## config.mk

```make
export PLATFORM = sky130hd
export DESIGN_NAME = button_click_hold_detector
export DESIGN_NICKNAME = d
export VERILOG_FILES = /design/src/bchd_pkg.sv /design/src/bchd_lane.sv /design/src/bchd_merge.sv /design/src/button_click_hold_detector.sv
export SDC_FILE = /design/constraint.sdc
export NUM_CORES = 1
export LEC_CHECK = 0
export BUFFER_PORTS_ARGS = -buffer_cell sky130_fd_sc_hd__buf_4
export CAP_MARGIN = 20
export CORE_ASPECT_RATIO = 1.5
export CORE_MARGIN = 8
export CORE_UTILIZATION = 40
export CTS_CLUSTER_SIZE = 24
export DETAILED_ROUTE_END_ITERATION = 10
export PLACE_DENSITY_LB_ADDON = 0.2
export SYNTH_ARGS = -nofsm -noshare
export SYNTH_HDL_FRONTEND = slang
export SYNTH_HIERARCHICAL = 1
export SYNTH_SLANG_ARGS = --single-unit
```

## constraint.sdc

```tcl
create_clock -name clock -period 8.6 [get_ports clock]
set_input_delay 1.72 -clock clock [delete_from_list [all_inputs] [get_ports clock]]
set_output_delay 1.72 -clock clock [all_outputs]
set_load 0.03 [all_outputs]
```

## src/bchd_pkg.sv

```systemverilog
// Shared types and constants for the button click and hold detector.
// No dependencies; the design files refer to it by scoped names, the dv files import it.
package bchd_pkg;

   localparam int NUM_BUTTONS = 4;
   localparam int PIN_W       = 4;
   localparam int MASK_W      = 4;
   localparam int TIME_W      = 32;
   localparam int CFG_W       = 16;
   localparam int CSR_IDX_W   = 1;

   localparam logic [CFG_W-1:0] SCAN_INTERVAL_RESET = CFG_W'(10);
   localparam logic [CFG_W-1:0] HOLD_LIMIT_RESET    = CFG_W'(1000);

   typedef enum logic [CSR_IDX_W-1:0] {
      CSR_SCAN_INTERVAL = 1'b0,
      CSR_HOLD_LIMIT    = 1'b1
   } csr_index_type;

   typedef enum logic [1:0] {
      EV_IDLE  = 2'd0,
      EV_CLICK = 2'd1,
      EV_HELD  = 2'd2
   } event_type;

   typedef struct packed {
      logic fire;
      logic scan;
      logic pressed;
      logic take;
   } lane_ctl_type;

   typedef struct packed {
      logic clicked;
      logic held;
   } lane_flag_type;

   typedef struct packed {
      logic [MASK_W-1:0] clicked_mask;
      logic [MASK_W-1:0] held_mask;
      logic              scanned;
   } rsp_word_type;

endpackage

```

## src/bchd_lane.sv

```systemverilog
// One button lane: press tracking, press start time and event code.
// Depends on bchd_pkg.
module bchd_lane (
   input  logic                          clock,
   input  logic                          reset,
   input  bchd_pkg::lane_ctl_type        ctl,
   input  logic [bchd_pkg::TIME_W-1:0]   now_ms,
   input  logic [bchd_pkg::CFG_W-1:0]    hold_limit,
   output bchd_pkg::lane_flag_type       flags
);

   logic                          was_pressed_ff;
   logic                          was_pressed_in;
   logic [bchd_pkg::TIME_W-1:0]   press_start_ff;
   logic [bchd_pkg::TIME_W-1:0]   press_start_in;
   bchd_pkg::event_type           event_ff;
   bchd_pkg::event_type           event_in;

   logic                          new_press;
   logic                          over_limit;
   logic [bchd_pkg::TIME_W-1:0]   held_for;
   bchd_pkg::event_type           scan_event;
   bchd_pkg::event_type           report;

   always_comb begin
      new_press  = ctl.pressed && !was_pressed_ff;
      held_for   = now_ms - press_start_ff;
      over_limit = !new_press &&
                   (held_for > {{(bchd_pkg::TIME_W-bchd_pkg::CFG_W){1'b0}}, hold_limit});

      scan_event = event_ff;
      if (!ctl.pressed && was_pressed_ff) begin
         scan_event = over_limit ? bchd_pkg::EV_IDLE : bchd_pkg::EV_CLICK;
      end
      if (ctl.pressed && over_limit) begin
         scan_event = bchd_pkg::EV_HELD;
      end

      report        = ctl.scan ? scan_event : event_ff;
      flags.clicked = (report == bchd_pkg::EV_CLICK);
      flags.held    = (report == bchd_pkg::EV_HELD);

      // drop a consumed click
      event_in       = (flags.clicked && ctl.take) ? bchd_pkg::EV_IDLE : report;
      was_pressed_in = ctl.scan ? ctl.pressed : was_pressed_ff;
      press_start_in = (ctl.scan && new_press) ? now_ms : press_start_ff;
   end

   always_ff @(posedge clock) begin
      if (reset) begin
         was_pressed_ff <= 1'b0;
         press_start_ff <= '0;
         event_ff       <= bchd_pkg::EV_IDLE;
      end else if (ctl.fire) begin
         was_pressed_ff <= was_pressed_in;
         press_start_ff <= press_start_in;
         event_ff       <= event_in;
      end
   end

endmodule

```

## src/bchd_merge.sv

```systemverilog
// Merges lane flags into the result word and buffers two result words.
// Depends on bchd_pkg.
module bchd_merge (
   input  logic                                         clock,
   input  logic                                         reset,
   input  logic                                         push,
   input  logic                                         scanned,
   input  bchd_pkg::lane_flag_type [bchd_pkg::NUM_BUTTONS-1:0] flags,
   output logic                                         space,
   output logic                                         rsp_valid,
   input  logic                                         rsp_ready,
   output logic [bchd_pkg::MASK_W-1:0]                  rsp_clicked_mask,
   output logic [bchd_pkg::MASK_W-1:0]                  rsp_held_mask,
   output logic                                         rsp_scanned
);

   bchd_pkg::rsp_word_type word;
   bchd_pkg::rsp_word_type fifo_ff [2];
   logic                   wr_ptr_ff;
   logic                   rd_ptr_ff;
   logic [1:0]             count_ff;
   logic [1:0]             count_in;
   logic                   pop;

   genvar gi;
   generate
      for (gi = 0; gi < bchd_pkg::MASK_W; gi++) begin : g_mask
         if (gi < bchd_pkg::NUM_BUTTONS) begin : g_live
            assign word.clicked_mask[gi] = flags[gi].clicked;
            assign word.held_mask[gi]    = flags[gi].held;
         end else begin : g_none
            assign word.clicked_mask[gi] = 1'b0;
            assign word.held_mask[gi]    = 1'b0;
         end
      end
   endgenerate

   assign word.scanned = scanned;

   assign space     = (count_ff != 2'd2);
   assign rsp_valid = (count_ff != 2'd0);
   assign pop       = rsp_valid && rsp_ready;

   assign rsp_clicked_mask = fifo_ff[rd_ptr_ff].clicked_mask;
   assign rsp_held_mask    = fifo_ff[rd_ptr_ff].held_mask;
   assign rsp_scanned      = fifo_ff[rd_ptr_ff].scanned;

   always_comb begin
      count_in = count_ff;
      if (push && !pop) begin
         count_in = count_ff + 2'd1;
      end else if (pop && !push) begin
         count_in = count_ff - 2'd1;
      end
   end

   always_ff @(posedge clock) begin
      if (reset) begin
         wr_ptr_ff <= 1'b0;
         rd_ptr_ff <= 1'b0;
         count_ff  <= 2'd0;
      end else begin
         count_ff <= count_in;
         if (push) begin
            wr_ptr_ff <= !wr_ptr_ff;
         end
         if (pop) begin
            rd_ptr_ff <= !rd_ptr_ff;
         end
      end
   end

   always_ff @(posedge clock) begin
      if (push) begin
         fifo_ff[wr_ptr_ff] <= word;
      end
   end

endmodule

```

## src/button_click_hold_detector.sv

```systemverilog
// Top level of the button click and hold detector: scan timer, settings,
// button lanes and result buffer. Depends on bchd_pkg, bchd_lane, bchd_merge.
//
// One request word enters per clock cycle while req_ready is high; its
// response is registered on acceptance. Every button has its own lane that
// resolves its press time compare and event update in the accepting cycle,
// so that rate holds regardless of the button count. A two-word response
// buffer keeps requests flowing while a response waits; req_ready drops only
// when both buffer entries are occupied. The user must write settings through
// the csr port while no request is in flight; the block does not enforce it.
module button_click_hold_detector (
   input  logic                                  clock,
   input  logic                                  reset,
   input  logic                                  req_valid,
   output logic                                  req_ready,
   input  logic [bchd_pkg::TIME_W-1:0]           req_now_ms,
   input  logic [bchd_pkg::PIN_W-1:0]            req_pin_levels,
   input  logic [bchd_pkg::PIN_W-1:0]            req_take_clicks,
   output logic                                  rsp_valid,
   input  logic                                  rsp_ready,
   output logic [bchd_pkg::MASK_W-1:0]           rsp_clicked_mask,
   output logic [bchd_pkg::MASK_W-1:0]           rsp_held_mask,
   output logic                                  rsp_scanned,
   input  logic                                  csr_write_enable,
   input  logic [bchd_pkg::CSR_IDX_W-1:0]        csr_index,
   input  logic [bchd_pkg::CFG_W-1:0]            csr_write_data
);

   logic [bchd_pkg::CFG_W-1:0]   scan_interval_ff;
   logic [bchd_pkg::CFG_W-1:0]   hold_limit_ff;
   logic [bchd_pkg::TIME_W-1:0]  last_scan_ff;
   logic [bchd_pkg::TIME_W-1:0]  since_scan;
   logic                         scan_hit;
   logic                         accept;

   bchd_pkg::lane_ctl_type  [bchd_pkg::NUM_BUTTONS-1:0] lane_ctl;
   bchd_pkg::lane_flag_type [bchd_pkg::NUM_BUTTONS-1:0] lane_flags;

   assign accept     = req_valid && req_ready;
   assign since_scan = req_now_ms - last_scan_ff;
   assign scan_hit   = since_scan >=
                       {{(bchd_pkg::TIME_W-bchd_pkg::CFG_W){1'b0}}, scan_interval_ff};

   always_ff @(posedge clock) begin
      if (reset) begin
         scan_interval_ff <= bchd_pkg::SCAN_INTERVAL_RESET;
         hold_limit_ff    <= bchd_pkg::HOLD_LIMIT_RESET;
      end else if (csr_write_enable) begin
         unique case (bchd_pkg::csr_index_type'(csr_index))
            bchd_pkg::CSR_SCAN_INTERVAL: scan_interval_ff <= csr_write_data;
            bchd_pkg::CSR_HOLD_LIMIT:    hold_limit_ff    <= csr_write_data;
            default: ;
         endcase
      end
   end

   always_ff @(posedge clock) begin
      if (reset) begin
         last_scan_ff <= '0;
      end else if (accept && scan_hit) begin
         last_scan_ff <= req_now_ms;
      end
   end

   genvar gi;
   generate
      for (gi = 0; gi < bchd_pkg::NUM_BUTTONS; gi++) begin : g_lane
         assign lane_ctl[gi].fire = accept;
         assign lane_ctl[gi].scan = scan_hit;
         if (gi < bchd_pkg::PIN_W) begin : g_pin
            assign lane_ctl[gi].pressed = !req_pin_levels[gi];
            assign lane_ctl[gi].take    = req_take_clicks[gi];
         end else begin : g_nopin
            assign lane_ctl[gi].pressed = 1'b1;
            assign lane_ctl[gi].take    = 1'b0;
         end

         bchd_lane u_lane (
            .clock      (clock),
            .reset      (reset),
            .ctl        (lane_ctl[gi]),
            .now_ms     (req_now_ms),
            .hold_limit (hold_limit_ff),
            .flags      (lane_flags[gi])
         );
      end
   endgenerate

   bchd_merge u_merge (
      .clock            (clock),
      .reset            (reset),
      .push             (accept),
      .scanned          (scan_hit),
      .flags            (lane_flags),
      .space            (req_ready),
      .rsp_valid        (rsp_valid),
      .rsp_ready        (rsp_ready),
      .rsp_clicked_mask (rsp_clicked_mask),
      .rsp_held_mask    (rsp_held_mask),
      .rsp_scanned      (rsp_scanned)
   );

   a_full_has_word: assert property (@(posedge clock) disable iff (reset)
      !req_ready |-> rsp_valid)
      else $error("buffer full without a pending response word");

   a_scan_time: assert property (@(posedge clock) disable iff (reset)
      accept && scan_hit |=> last_scan_ff == $past(req_now_ms))
      else $error("scan time not recorded");

   a_scan_hold: assert property (@(posedge clock) disable iff (reset)
      !accept |=> $stable(last_scan_ff))
      else $error("scan time moved without a request");

   a_disjoint: assert property (@(posedge clock) disable iff (reset)
      rsp_valid |-> (rsp_clicked_mask & rsp_held_mask) == '0)
      else $error("button reported both clicked and held");

endmodule

```

-- Yosys cells after proc, flatten, opt, wreduce, memory -nomap -nowiden
Memory sizes are Yosys's and may differ from the RTL's. A register that Yosys moved wholly into a read port is not among the register bits.
Index checks and enable logic that the tools add are counted.
- flip-flop bits (word level): 208
- latch bits: 0
- bits in writable memories: 18
- memory bits (read-only): 0
- input bits: 62
- output and inout bits: 11
- word-level logic and storage cells: 121
- memories: 1
- add/subtract/negate cells: 7
- $mul: 0
- div/mod/pow operators: 0
- magnitude comparators: 5
- equal/unequal tests: 9
- shifts and indexed selects: 0
- multiplexer cells: 26
- bitwise operators: 1
- reductions and logical operators: 54
- memory list (name ; words ; width ; rd ports ; clocked after Yosys merged registers in ; write ports ; line ; text):
    u_merge.fifo_ff ; 2 ; 9 ; 1 ; 1 ; 1 ; bchd_merge.sv:18 ; bchd_pkg::rsp_word_type fifo_ff [2];
- operators by type and width (operator ; number):
    $sub 32x32->32 ; 5
    $gt 32x16->1 ; 4
    $mux 2 ; 18
    $ge 32x16->1 ; 1
    $logic_and 1x1->1 ; 29
    $logic_not 1->1 ; 16
    $reduce_and 2->1 ; 7
    $eq 2x1->1 const B ; 4
    $eq 2x2->1 const B ; 4
    $mux 1 ; 8
    $reduce_bool 2->1 ; 2
    $add 2x1->2 const B ; 1
    $ne 2x2->1 const B ; 1
    $sub 2x1->2 const B ; 1
    $not 1->1 ; 1

-- Longest topological paths before layout
Gate-level depths: netlist (run 1).
- depth after elaboration: 11
- mapped depth: 26
- depth with buffers taken out: 26

-- By module
The synthesis (run 1) kept the hierarchy.
- by module, submodules not included (module ; times used ; cells each ; area an instance (µm²) ; sequential area each (µm²)):
    bchd_lane (g_lane[2].u_lane ...) ; 2 ; 533 ; 3863.7 ; 700.7
    button_click_hold_detector ; 1 ; 673 ; 4957.3 ; 1281.2
    bchd_lane (g_lane[0].u_lane) ; 1 ; 527 ; 3721.1 ; 700.7
    bchd_lane (g_lane[1].u_lane) ; 1 ; 511 ; 3639.7 ; 700.7
    bchd_merge ; 1 ; 50 ; 855.8 ; 640.6

-- Least setup slack after synthesis (run 1)
No wires, ideal clock.
- kind: in2reg
- from: input req_now_ms[0] (netlist name)
- to: register g_lane[0].u_lane.event_ff[0]
- setup time: 88 ps
- arrival time: 6132 ps
- data required time: 8512 ps
- path slack: 2380 ps
- stages: 20
- path buffers: 0
- path through: inv_1 -> ha_1 -> fa_1 -> and2b_1 -> o2111ai_1 -> a2111oi_0 -> nor2_1 -> xnor2_1 -> ha_1 -> a21o_1 -> a222oi_1 -> and3_1 -> nand3_1 -> nor3b_1 -> nand4_1 -> and2_1 -> nor2b_1 -> o21ai_0 -> a21oi_1 -> a311oi_2
- RTL lines (what ; line ; text):
    from (decl) ; button_click_hold_detector.sv:16 ; input logic [bchd_pkg::TIME_W-1:0] req_now_ms,
    to (signal assigned) ; bchd_lane.sv:53 ; event_ff <= bchd_pkg::EV_IDLE;
    to (signal assigned) ; bchd_lane.sv:57 ; event_ff <= event_in;
    to (decl) ; bchd_lane.sv:16 ; bchd_pkg::event_type event_ff;

==> metrics.md, run 1 <==
| Metric | Value |
|---|---|
| Hold Fails Final Rpt | `0` |
| Drt drc | `0` |
| Antenna diodes | `0` |
| Row cnt | `roughly 100` |
| Drt via density | `~5.8` |
| Final Instance Area | `approximately 23000 um^2` |
| Vias in the first global route | `between 20000 and 25000` |
| Largest net degree at the start of global routing | `85` |
| Logic pwr share | `0.424` |
| Min cycle time layout | `about 6600 ps` |
| Final setup fails | `0` |
| Worst path cell trace | `buf_4, inv_1, ha_1, fa_1, and2b_1, o2111ai_1, a2111oi_0, nor2_1, xnor2_1, ha_1, nand4_1, nor4_1, o21ai_0, and3_1, nand3_1, nor3b_1, nand4_1, buf_4, nand2_1, nor3b_2, buf_4, nand2_1, a21oi_1` |
| Share of layout cells above drive strength 1 | `0.0826` |
| Syn avg cell area | `around 7.4 um^2` |
| Die area | `roughly 60000 um^2` |
| Core area | `between 50000 and 60000 um^2` |
| CTS resizes | `0` |
| Slew @ Worst Pin | `just over 1000 ps` |
| Post-synthesis cell count | `between 2000 and 3000` |
| Slew headroom | `0.320` |
| Share of power burned in registers | `0.284` |
| Clk buf depth | `3` |
| Num CTS Buffers | `27` |
| Post-DRT Antenna Nets | `0` |
| Clk_lat worst skew | `between 500 and 600 ps` |
| GR Util met1 | `0.245` |
| Iteration-0 DRC Markers | `between 1000 and 1500` |
| CTS tree | `done` |
| Syn nets | `~3100` |
| CTS Hold Bufs | `0` |
| Worst Path Required | `just over 9000 ps` |
| Crit path max-delay cell type | `nor3b_2` |
| Nets | `3116` |
| Post-CTS setup buffer count | `0` |
| Ports | `73` |
| Sw Share | `0.392` |
| Post-synthesis sequential area ratio | `0.226` |
| DRT Pass-1 Iters | `5` |
| Global Route met3 Usage | `0.0204` |
| Synth cell types | `110` |
| H-tree Lvls | `1` |
| Max-Cap Viols | `0` |
| Gr usage total | `0.230` |
| Fin crit share | `0.764` |
| Maximum vdd drop | `roughly 0.16 mV` |
| Cell Area, Placed | `~22000 um^2` |
| Number of flops mapped to enable cells by yosys | `18` |
| Post-synthesis cell type with the largest combined area | `dfxtp_1` |
| Pwr/cell area | `192 nW/um^2` |
| Synth Flop Type | `dfxtp_1` |
| Setup tns final | `0 ps` |
| Initial antenna violation count | `1` |
| Clk root buf | `clkbuf_16` |
| Die height | `between 200 and 300 um` |
| Global route overflow | `0` |
| Crit-path most repeated cell | `buf_4` |
| Seq cells post-synth | `~230` |
| Via count | `a little over 20000` |
| Leak Pwr | `a little under 0.009 uW` |
| Final RePlAce weighted congestion | `just over 0.9` |
| Unrepaired setup endpoints after global routing | `no` |
| Final WL | `about 71000 um` |
| Starting Density | `0.404` |
| Status | `completed` |
| Die W | `between 200 and 250 um` |
| Synth warn | `6` |
| Critical path class | `in2reg` |
| Worst EP arrival | `7080 ps` |
| Worst setup EP type | `flop` |
| Hold slack | `453 ps` |
| Routed WL per cell | `roughly 20 um` |
| Int Pwr | `2660 uW` |
| NetSw | `1710 uW` |
| Layout Skew | `approximately 22 ps` |
| Synthesized cell area | `approximately 21000 um^2` |
| Port bufs | `72` |
| Clk pwr share | `0.292` |
| CP Launch Type | `input pin` |
| HPWL after DPL | `53700 um` |
| Share of the synthesized area in the top cell type | `0.200` |
| Most Crowded Layer GR | `met2` |
| Max Freq | `between 150 and 200 MHz` |
| Max-slew violations | `0` |
| First-pass GRT wire length | `110000 um` |
| Sink Count | `approximately 230` |
| Synth top area cells | `dfxtp_1, ha_1, a21oi_1` |
| Worst min path class | `reg2reg` |
| Clock-pin slew on the worst setup and hold paths | `about 60 ps` |
| Async SR Flop Fraction | `0` |
| Maximum fanout along the worst path | `21` |
| Crit-path max cell delay | `around 700 ps` |
| Met2 GRT Util | `0.438` |
| Area grow syn2layout | `8.97%` |
-- through the flow --
stage / utilization / total power [uW] / setup slack, ps / cells
2_1_floorplan: - / 2610 / 2380 / 2827
4_1_cts: 0.441 / 4410 / 2050 / 3508
5_1_grt: 0.441 / 4660 / 1430 / 3508
3_5_place_dp: 0.422 / 3110 / 1450 / 3460
3_3_place_gp: 0.422 / 3070 / 1710 / 3460
6_report: 0.441 / 4380 / 2030 / 3508
-- power groups by stage --
stage / combinational [uW] / clock, uW / sequential [uW]
floorplan: 1380 / 0 / 1230
global placement: 1810 / 0 / 1260
detailed placement: 1850 / 0 / 1260
CTS: 1860 / 1310 / 1240
global route: 2060 / 1350 / 1250
finish: 1860 / 1280 / 1240
-- placed cells by master (no fill, tap or decap), drive strengths merged, types with 25 or more instances in the layout --
master	instances
dfxtp	209
o21ai	142
xor2	46
nand4	76
o211ai	28
nand3b	40
nor2	110
ha	236
nor2b	25
inv	287
nor3	33
buf	87
xnor2	74
a21o	68
nand3	49
a21oi	395
clkbuf	35
o21a	35
nand2b	27
nand2	480
-- path summary, 6_finish.rpt --
kind / start / end / slack, ps / cells after the start
worst max-delay path: req_now_ms[0] / g_lane[1].u_lane/press_start_ff[20] / 2030 / 23
worst min-delay path: g_lane[0].u_lane/press_start_ff[18] / g_lane[0].u_lane/press_start_ff[18] / 450 / 2
worst max register to register: last_scan_ff[0] / g_lane[1].u_lane/press_start_ff[20] / 3110 / 21
worst min register to register: g_lane[0].u_lane/press_start_ff[18] / g_lane[0].u_lane/press_start_ff[18] / 450 / 2
-- cells in the mapped netlist, types with 48 or more instances --
library cell,count
o21ai_0,118
a21oi_1,390
nand3_1,48
dfxtp_1,209
ha_1,236
xnor2_1,74
nand2_1,478
nand4_1,71
a21o_1,67
clkbuf_1,85
inv_1,284
nor2_1,108
-- worst max-delay path, delay by kind of cell --
kind | cells | cell delay, ps
and+or+nand+nor | 11 | 2200
AOI/OAI and AO/OA | 4 | 1100
adders and majority gates | 3 | 950
buffers and inverters | 4 | 910
xor gates and xnor gates | 1 | 200
-- per-layer routing --
metal,up-vias,share of wire
li1,9967,-
met1,9564,0.39
met2,475,0.52
met3,174,0.036
met4,0,0.062
met5,-,0
-- flip-flops by register name, indices dropped and copies added, names as in the netlist, named ones only --
register                      flops
u_merge/fifo_ff                  18
u_merge/rd_ptr_ff                 1
u_merge/count_ff                  2
hold_limit_ff                    16
g_lane.u_lane/event_ff            8
u_merge/wr_ptr_ff                 1
scan_interval_ff                 16
g_lane.u_lane/was_pressed_ff      4
last_scan_ff                     32
g_lane.u_lane/press_start_ff    128
-- layout make-up --
| type | count | area, um^2 |
|---|---|---|
| Fill cell | 5297 | 28900 |
| Tap cell | 676 | 846 |
| Clock buffer | 35 | 766 |
| Sequential cell | 227 | 4720 |
| Timing Repair Buffer | 87 | 657 |
| Clock inverter | 13 | 221 |
| Multi-Input combinational cell | 2186 | 14500 |
| Inverter | 284 | 1070 |
-- logic make-up after synthesis --
| kind of cell | synth area share |
|---|---|
| compound gates | 0.266 |
| simple gates | 0.219 |
| flops | 0.226 |
| fa+ha+maj | 0.146 |
| xor+xnor | 0.0503 |
| mux | 0.0117 |
| buf+inv | 0.0814 |
Power figures use the tool's default switching activity.
==> run 2: changes to the inputs <==
- clock period: 8.6 -> 5.3 ns (I/O delays scaled with it)
==> run 2 against run 1 <==
- worst hold slack lost 0.81 ps
- sequential power is 63% higher
- cell area rose by 7.7%
- die area unchanged
- combinational power grew 81%
- via count grew 4.5%
- register-to-register slack worse by 2600 ps
- wire length up 9.9%
- total power increased by 69%
- worst setup slack got worse by 1800 ps
- clock-buffer cell count is 1 lower
- global-route usage grew 2.2 points
==> metrics.md, run 2 (synthesized netlist as in run 1, its figures left out) <==
| Metric | Value |
|---|---|
| Core area | `approximately 52000 um^2` |
| Reg2reg start | `last_scan_ff[0]` |
| Post-DRT Antenna Nets | `0` |
| Filler Cell Count | `between 5000 and 6000` |
| Worst Path Required | `roughly 5600 ps` |
| Iteration-0 DRC Markers | `about 1200` |
| Max reg flops | `roughly 130` |
| Maximum fanout along the worst path | `6` |
| Row cnt | `a little over 100` |
| Min cycle time layout | `between 5000 and 6000 ps` |
| Maximum vdd drop | `~0.30 mV` |
| Crit-path max cell delay | `410 ps` |
| Drt drc | `0` |
| Commonest cells after routing, fill and taps aside | `nand2_1, a21oi_1, inv_1, buf_4, ha_1` |
| Drt via density | `5.67` |
| Hold path start | `g_lane[1].u_lane/press_start_ff[27]` |
| Status | `completed` |
| Layout Skew | `about 17 ps` |
| Worst min path class | `reg2reg` |
| CTS tree | `done` |
| WP buf/inv | `4` |
| Final WL | `between 70000 and 80000 um` |
| Vias in the first global route | `~21000` |
| Initial antenna violation count | `2` |
| Routed WL per cell | `between 20 and 25 um` |
| Die height | `between 200 and 300 um` |
| Max Freq | `198 MHz` |
| Gr usage total | `0.252` |
| Port bufs | `between 70 and 80` |
| Global route overflow | `0` |
| Die area | `around 60000 um^2` |
| Largest net degree at the start of global routing | `114` |
| Hold slack | `around 450 ps` |
| Worst path cell trace | `buf_4, buf_12, buf_4, ha_1, o2111ai_1, a211oi_2, buf_4, o41ai_4, o21ai_0, xor2_1, ha_1, nand4_1, a211oi_1, a2111oi_0, a21oi_1, a2111oi_0, nand4_1, and4bb_4, a311oi_2` |
| Setup WS post-layout | `~250 ps` |
| Die W | `between 200 and 250 um` |
| Worst EP arrival | `approximately 5400 ps` |
| Commonest non-fill, non-tap cell in the layout | `nand2_1` |
| CP startpoint | `req_now_ms[4]` |
| Worst setup EP type | `flop` |
| CP Launch Type | `input pin` |
| Antenna diodes | `0` |
| H-tree Lvls | `1` |
| Hold Fails Final Rpt | `0` |
| Final core occ | `0.475` |
| HPWL after DPL | `slightly above 60000 um` |
| Critical path class | `in2reg` |
| Clock-pin slew on the worst setup and hold paths | `60 ps` |
| Sink Count | `~230` |
| Largest Register | `g_lane.u_lane/press_start_ff` |
| DRT Pass-1 Iters | `5` |
| Biggest regs | `g_lane.u_lane/press_start_ff (128), last_scan_ff (32), u_merge/fifo_ff (18)` |
| Slew @ Worst Pin | `roughly 1000 ps` |
| First-pass GRT wire length | `119000 um` |
| Nets | `between 3000 and 4000` |
| Pwr/cell area | `a little over 300 nW/um^2` |
| Delay-heaviest family, CP | `compound AO/OA/AOI/OAI gates` |
| Num CTS Buffers | `28` |
| Unrepaired setup endpoints after global routing | `yes` |
| Via count | `around 21000` |
| Crit-path most repeated cell | `buf_4` |
| Clk root buf | `clkbuf_16` |
| Max-slew violations | `0` |
| Crit path max-delay cell type | `and4bb_4` |
| Final setup fails | `0` |
| Area grow syn2layout | `17.4%` |
| Finished Layout Cells | `3718` |
| Final RePlAce weighted congestion | `roughly 0.94` |
| Clk_lat worst skew | `roughly 570 ps` |
| Inst Count DP | `3662` |
| Fin crit share | `0.954` |
| Slew headroom | `0.324` |
| Worst slack at placement | `-305 ps` |
| Clk buf depth | `3` |
| Ports | `73` |
| Share of layout cells above drive strength 1 | `0.151` |
| Leak Pwr | `0.00988 uW` |
| Starting Density | `0.404` |
| Max-Cap Viols | `0` |
==> run 2: cell count changes in the layout (fill, tap and decap cells not counted), moves of 3 or more <==
cell,before,now
buf_12,0,10
clkbuf_16,27,30
o21ai_0,118,115
o21ai_1,20,23
buf_4,86,281
a2111oi_0,10,7
clkinvlp_4,0,5
clkbuf_8,6,1
==> run 2: report_power, final <==
part	internal, uW	leakage (uW)	switching (uW)
registers	1900	0.00188	115
logic	1390	0.00756	1990
clock network	1160	0.000449	846
total	4450	0.00988	2950
==> run 2: repair_timing <==
action / 4_1_cts / 5_1_grt
hold buffers: 0 / 0
endpoints found under the setup margin: 0 / 123
buffers inserted: 0 / 2
gates resized for setup: 0 / 7
==> run 2: final timing paths <==
check,slack (ps),cells past startpoint,endpoint
max,250,19,u_merge/fifo_ff[1][3]
min,450,2,g_lane[1].u_lane/press_start_ff[27]
max reg2reg,560,23,last_scan_ff[6]
min reg2reg,450,2,g_lane[1].u_lane/press_start_ff[27]
==> run 2: final cells by class <==
type,instances,area [um^2],share of cell area
clock inverters,18,186,0.00760
clock buffers,34,754,0.0308
flip-flops and latches,227,4720,0.193
well taps,676,846,0.0345
multi-input cells,2186,14600,0.595
repair buffers,293,2350,0.0956
inverters,284,1070,0.0436
==> run 2: worst min-delay path, cell delays in order (launching register included) <==
cell and delay [ps]:
dfxtp_1 310, nand2_1 50, a21oi_1 50
==> run 2: through the flow <==
step                      power (uW)  cell area, um^2  setup TNS [ps]
after global routing            7880            24500            -102
after floorplan                 4250            21000               0
after global placement          5330            23500          -18070
after CTS                       7430            24400               0
after detailed placement        5390            23500          -35790
final                           7400            24500               0
==> run 2: per-layer routing <==
metal	vias to the layer above	routed length, um	global-route usage
li1	10400	-	-
met3	192	2910	0.0252
met2	473	39200	0.465
met1	10000	29400	0.265
met5	-	10	0
met4	2	6220	0.178
